--- src/hdl/skr_pkg.sv ---
package skr_pkg;

  localparam int MAX_SEGMENTS = 256;
  localparam int SEG_AW       = $clog2(MAX_SEGMENTS);
  localparam int CNT_W        = SEG_AW + 1;
  localparam int CW           = 13;
  localparam int POS_W        = 12;
  localparam int LW           = CW + 2;

  localparam logic [CW-1:0] ATLAS_W_RESET = CW'(512);
  localparam logic [CW-1:0] ATLAS_H_RESET = CW'(512);

  localparam logic KIND_PLACE = 1'b0;
  localparam logic KIND_CLEAR = 1'b1;

  localparam logic REG_ATLAS_W = 1'b0;
  localparam logic REG_ATLAS_H = 1'b1;

  typedef struct packed {
    logic [CW-1:0] x;
    logic [CW-1:0] y;
    logic [CW-1:0] w;
  } seg_t;

  typedef struct packed {
    logic              en;
    logic              bank;
    logic [SEG_AW-1:0] addr;
    seg_t              data;
  } seg_wr_t;

  typedef struct packed {
    logic              bank;
    logic [SEG_AW-1:0] addr;
  } seg_rd_t;

  typedef enum logic [3:0] {
    ST_INIT,
    ST_IDLE,
    ST_SC_RD,
    ST_SC_EV,
    ST_RB_RD,
    ST_RB_EV,
    ST_RB_NEW,
    ST_FLUSH,
    ST_DONE
  } state_t;

endpackage

--- src/hdl/skr_cfg_regs.sv ---
module skr_cfg_regs import skr_pkg::*; (
  input  logic          clk,
  input  logic          rst_n,
  input  logic          psel,
  input  logic          penable,
  input  logic          pwrite,
  input  logic [2:0]    paddr,
  input  logic [31:0]   pwdata,
  output logic [31:0]   prdata,
  output logic          pready,
  output logic [CW-1:0] atlas_width,
  output logic [CW-1:0] atlas_height
);

  logic [CW-1:0] aw_r;
  logic [CW-1:0] ah_r;
  logic          wr_en;

  assign pready = 1'b1;
  assign wr_en  = psel && penable && pwrite;

  always_ff @(posedge clk) begin
    if (!rst_n) begin
      aw_r <= ATLAS_W_RESET;
      ah_r <= ATLAS_H_RESET;
    end else if (wr_en) begin
      if (paddr[2] == REG_ATLAS_W) begin
        aw_r <= pwdata[CW-1:0];
      end else begin
        ah_r <= pwdata[CW-1:0];
      end
    end
  end

  assign prdata       = (paddr[2] == REG_ATLAS_H) ? {(32-CW)'(0), ah_r} : {(32-CW)'(0), aw_r};
  assign atlas_width  = aw_r;
  assign atlas_height = ah_r;

endmodule

--- config.mk ---
export PLATFORM = sky130hd
export DESIGN_NAME = skr_cfg_regs
export DESIGN_NICKNAME = d
export VERILOG_FILES = /design/src/hdl/skr_pkg.sv /design/src/hdl/skr_cfg_regs.sv
export SDC_FILE = /design/constraint.sdc
export NUM_CORES = 1
export LEC_CHECK = 0
export BUFFER_PORTS_ARGS = -buffer_cell sky130_fd_sc_hd__buf_2
export CAP_MARGIN = 40
export CELL_PAD_IN_SITES_DETAIL_PLACEMENT = 0
export CELL_PAD_IN_SITES_GLOBAL_PLACEMENT = 1
export CORE_MARGIN = 8
export CORE_UTILIZATION = 30
export CTS_CLUSTER_DIAMETER = 150
export DETAILED_ROUTE_END_ITERATION = 8
export MAX_ROUTING_LAYER = met4
export PLACE_DENSITY_LB_ADDON = 0.2
export SYNTH_ARGS = -nofsm -noshare
export SYNTH_HDL_FRONTEND = slang
export SYNTH_SLANG_ARGS = --single-unit
--- constraint.sdc ---
create_clock -name clk -period 1.9 [get_ports clk]
set_clock_uncertainty 0.1 [all_clocks]
set_input_delay 0.38 -clock clk [delete_from_list [all_inputs] [get_ports clk]]
set_output_delay 0.38 -clock clk [all_outputs]
set_load 0.05 [all_outputs]
==> summary.md <==
| Metric | Value |
|---|---|
| Yosys reg bits | `26` |
| Die ar. | `0.00684 mm2` |
| Routed vias/inst | `4.28` |
| Die width | `82.7 um` |
| Max_cap viols | `0` |
| Post-CTS Setup Repair Bufs | `0` |
| Fmax achieved | `0.601 GHz` |
| TritonCTS Buffers | `3` |
| NumNets Final | `231` |
| Setup Viol. Count Final | `0` |
| CTS tree | `yes` |
| Port Buffer Count | `57` |
| Antenna violations before repair | `0` |
| Unique masters post-synth | `13` |
| Startpoint Class | `input port` |
| Via count | `1036` |
| Drt pass-1 iters | `4` |
| Min-Delay Path Class | `in -> reg` |
| First-pass GRT wire length | `5170 um` |
| Wire per inst | `13.8 um` |
| Non-filler instance count after layout | `242` |
| Crit path capture type | `output port` |
| Clk_lat worst skew | `0.26 ns` |
| Most common cell after layout, fill and taps aside | `buf_2` |
| Total clock sinks | `26` |
| Cell Area, Synth | `0.00133 mm2` |
| Largest fanout on the critical path | `16` |
| Final Power | `1180 uW` |
| Combinational power share | `22.4%` |
| Hold slack | `0.272 ns` |
| Mapped Cells | `137` |
| Post-route cell area | `0.00163 mm2` |
| Pleak | `0.000937 uW` |
| Post-synthesis sequential area ratio | `39.0%` |
| Clock power frac | `29.9%` |
| Unrepaired setup endpoints after global routing | `no` |
| Sum Neg Setup Slack | `0 ns` |
| Critical Path RT | `1.42 ns` |
| Starting density of the core | `30.8%` |
| Layout cells sized above 1 | `41.1%` |
| Clock slew at reported path FFs | `0.09 ns` |
| Area post-placement | `0.00158 mm2` |
| Commonest non-fill, non-tap cells in the layout | `buf_2, nand2_1, mux2i_1, dfxtp_1, conb_1` |
| H-tree Lvls | `1` |
| Post-layout min period | `1.66 ns` |
| Avg Cell Area, Syn | `9.74 um2` |
| P_sw | `385 uW` |
| Pwr Density | `724 mW/mm2` |
| Sw Ratio | `32.5%` |
| Die height | `82.7 um` |
| Post-route DRC | `0` |
| Fin. Hold Viols | `0` |
| GPL Wtd Cong | `0.649` |
| N_diodes | `0` |
| Final worst-path cycle share | `87.6%` |
| Largest net degree at the start of global routing | `23` |
| Standard-cell rows | `24` |
| Ports | `99` |
| Core footprint | `0.00432 mm2` |
| Root buf cell | `clkbuf_8` |
| GRT overflow | `0` |
| Filler cell count | `465` |
| WL final | `3350 um` |
| CTS Buffer Depth | `2` |
| Hold-fix buffers, CTS | `0` |
| Synth warn | `0` |
| Setup CP Type | `in -> out` |
| Status | `completed` |
| Register share of total power | `47.7%` |
| Post-cts sizing count | `0` |
| Detailed Place HPWL | `2610 um` |
| Slew Viols, Final | `0` |
| Vias in the first global route | `1065` |
| Peak supply drop | `0.300 mV` |
| Sequential cell area | `520 um2` |
| Syn-to-layout area delta | `22.5%` |
| Initial DRC Count | `33` |
| Int Pwr | `799 uW` |
| CP arrival | `1.18 ns` |
| Cells after DPL | `238` |
| Antenna Violating Nets Remaining | `0` |
| Multi-input logic area | `681 um2` |
| Total Routing Usage GR | `9.92%` |
per-layer routing:
layer / vias up / track usage, % / wire, um
li1: 517 / - / -
met1: 474 / 11.0 / 1370
met2: 43 / 16.4 / 1640
met3: 2 / 4.33 / 327
met4: 0 / 1.55 / 6
met5: - / - / 0
cells by family after synthesis:
family        after synthesis  share of synthesized area, %
simple gates               42                          14.9
other cells                 2                         0.563
mux                        39                          30.5
flops                      26                          39.0
buf+inv                    28                          15.0
worst max-delay path, cell delays in order:
cell and delay (ns):
buf_2 0.10, buf_12 0.15, mux2_2 0.33, buf_2 0.21
cells in the mapped netlist:
master / count / area, um2
nor2b_1: 3 / 18.8
dfxtp_1: 26 / 521
nand4b_4: 1 / 23.8
clkbuf_1: 2 / 7.51
nand2_1: 36 / 135
mux2_2: 13 / 146
buf_6: 2 / 22.5
nand4_2: 1 / 12.5
buf_4: 20 / 150
mux2i_1: 26 / 260
conb_1: 2 / 7.51
buf_2: 4 / 20.0
and4_1: 1 / 8.76
registers in the layout, indices dropped and copies added (netlist names):
register and count:
atlas_height 13, atlas_width 13
metrics by stage:
| step | utilization, % | setup WS, ns |
|---|---|---|
| 3_3_place_gp | 36.5 | 0.234 |
| 2_1_floorplan | - | 0.268 |
| 4_1_cts | 37.8 | 0.222 |
| 6_report | 37.8 | 0.236 |
| 5_1_grt | 37.8 | 0.201 |
| 3_5_place_dp | 36.5 | 0.228 |
area by class of cell:
type,count,area share [%]
well taps,52,3.98
multi-input cells,101,41.7
flip-flops and latches,26,31.9
clock buffers,4,3.37
repair buffers,59,19.1
power groups by stage:
stage	sequential (uW)	clock [uW]	combinational (uW)
4_1_cts	565	373	266
3_5_place_dp	578	0	266
5_1_grt	567	398	280
3_3_place_gp	577	0	263
2_1_floorplan	619	0	203
6_report	565	354	265
worst paths after layout:
check / from / end / slack [ns] / cells past startpoint
setup reg to reg: atlas_height[9] / atlas_height[9] / 1.17 / 2
hold / removal: pwdata[7] / atlas_width[7] / 0.27 / 3
hold reg to reg: atlas_height[8] / atlas_height[8] / 0.37 / 2
setup / recovery: paddr[2] / prdata[3] / 0.24 / 4
No activity file was read; power rests on OpenSTA's default activity.
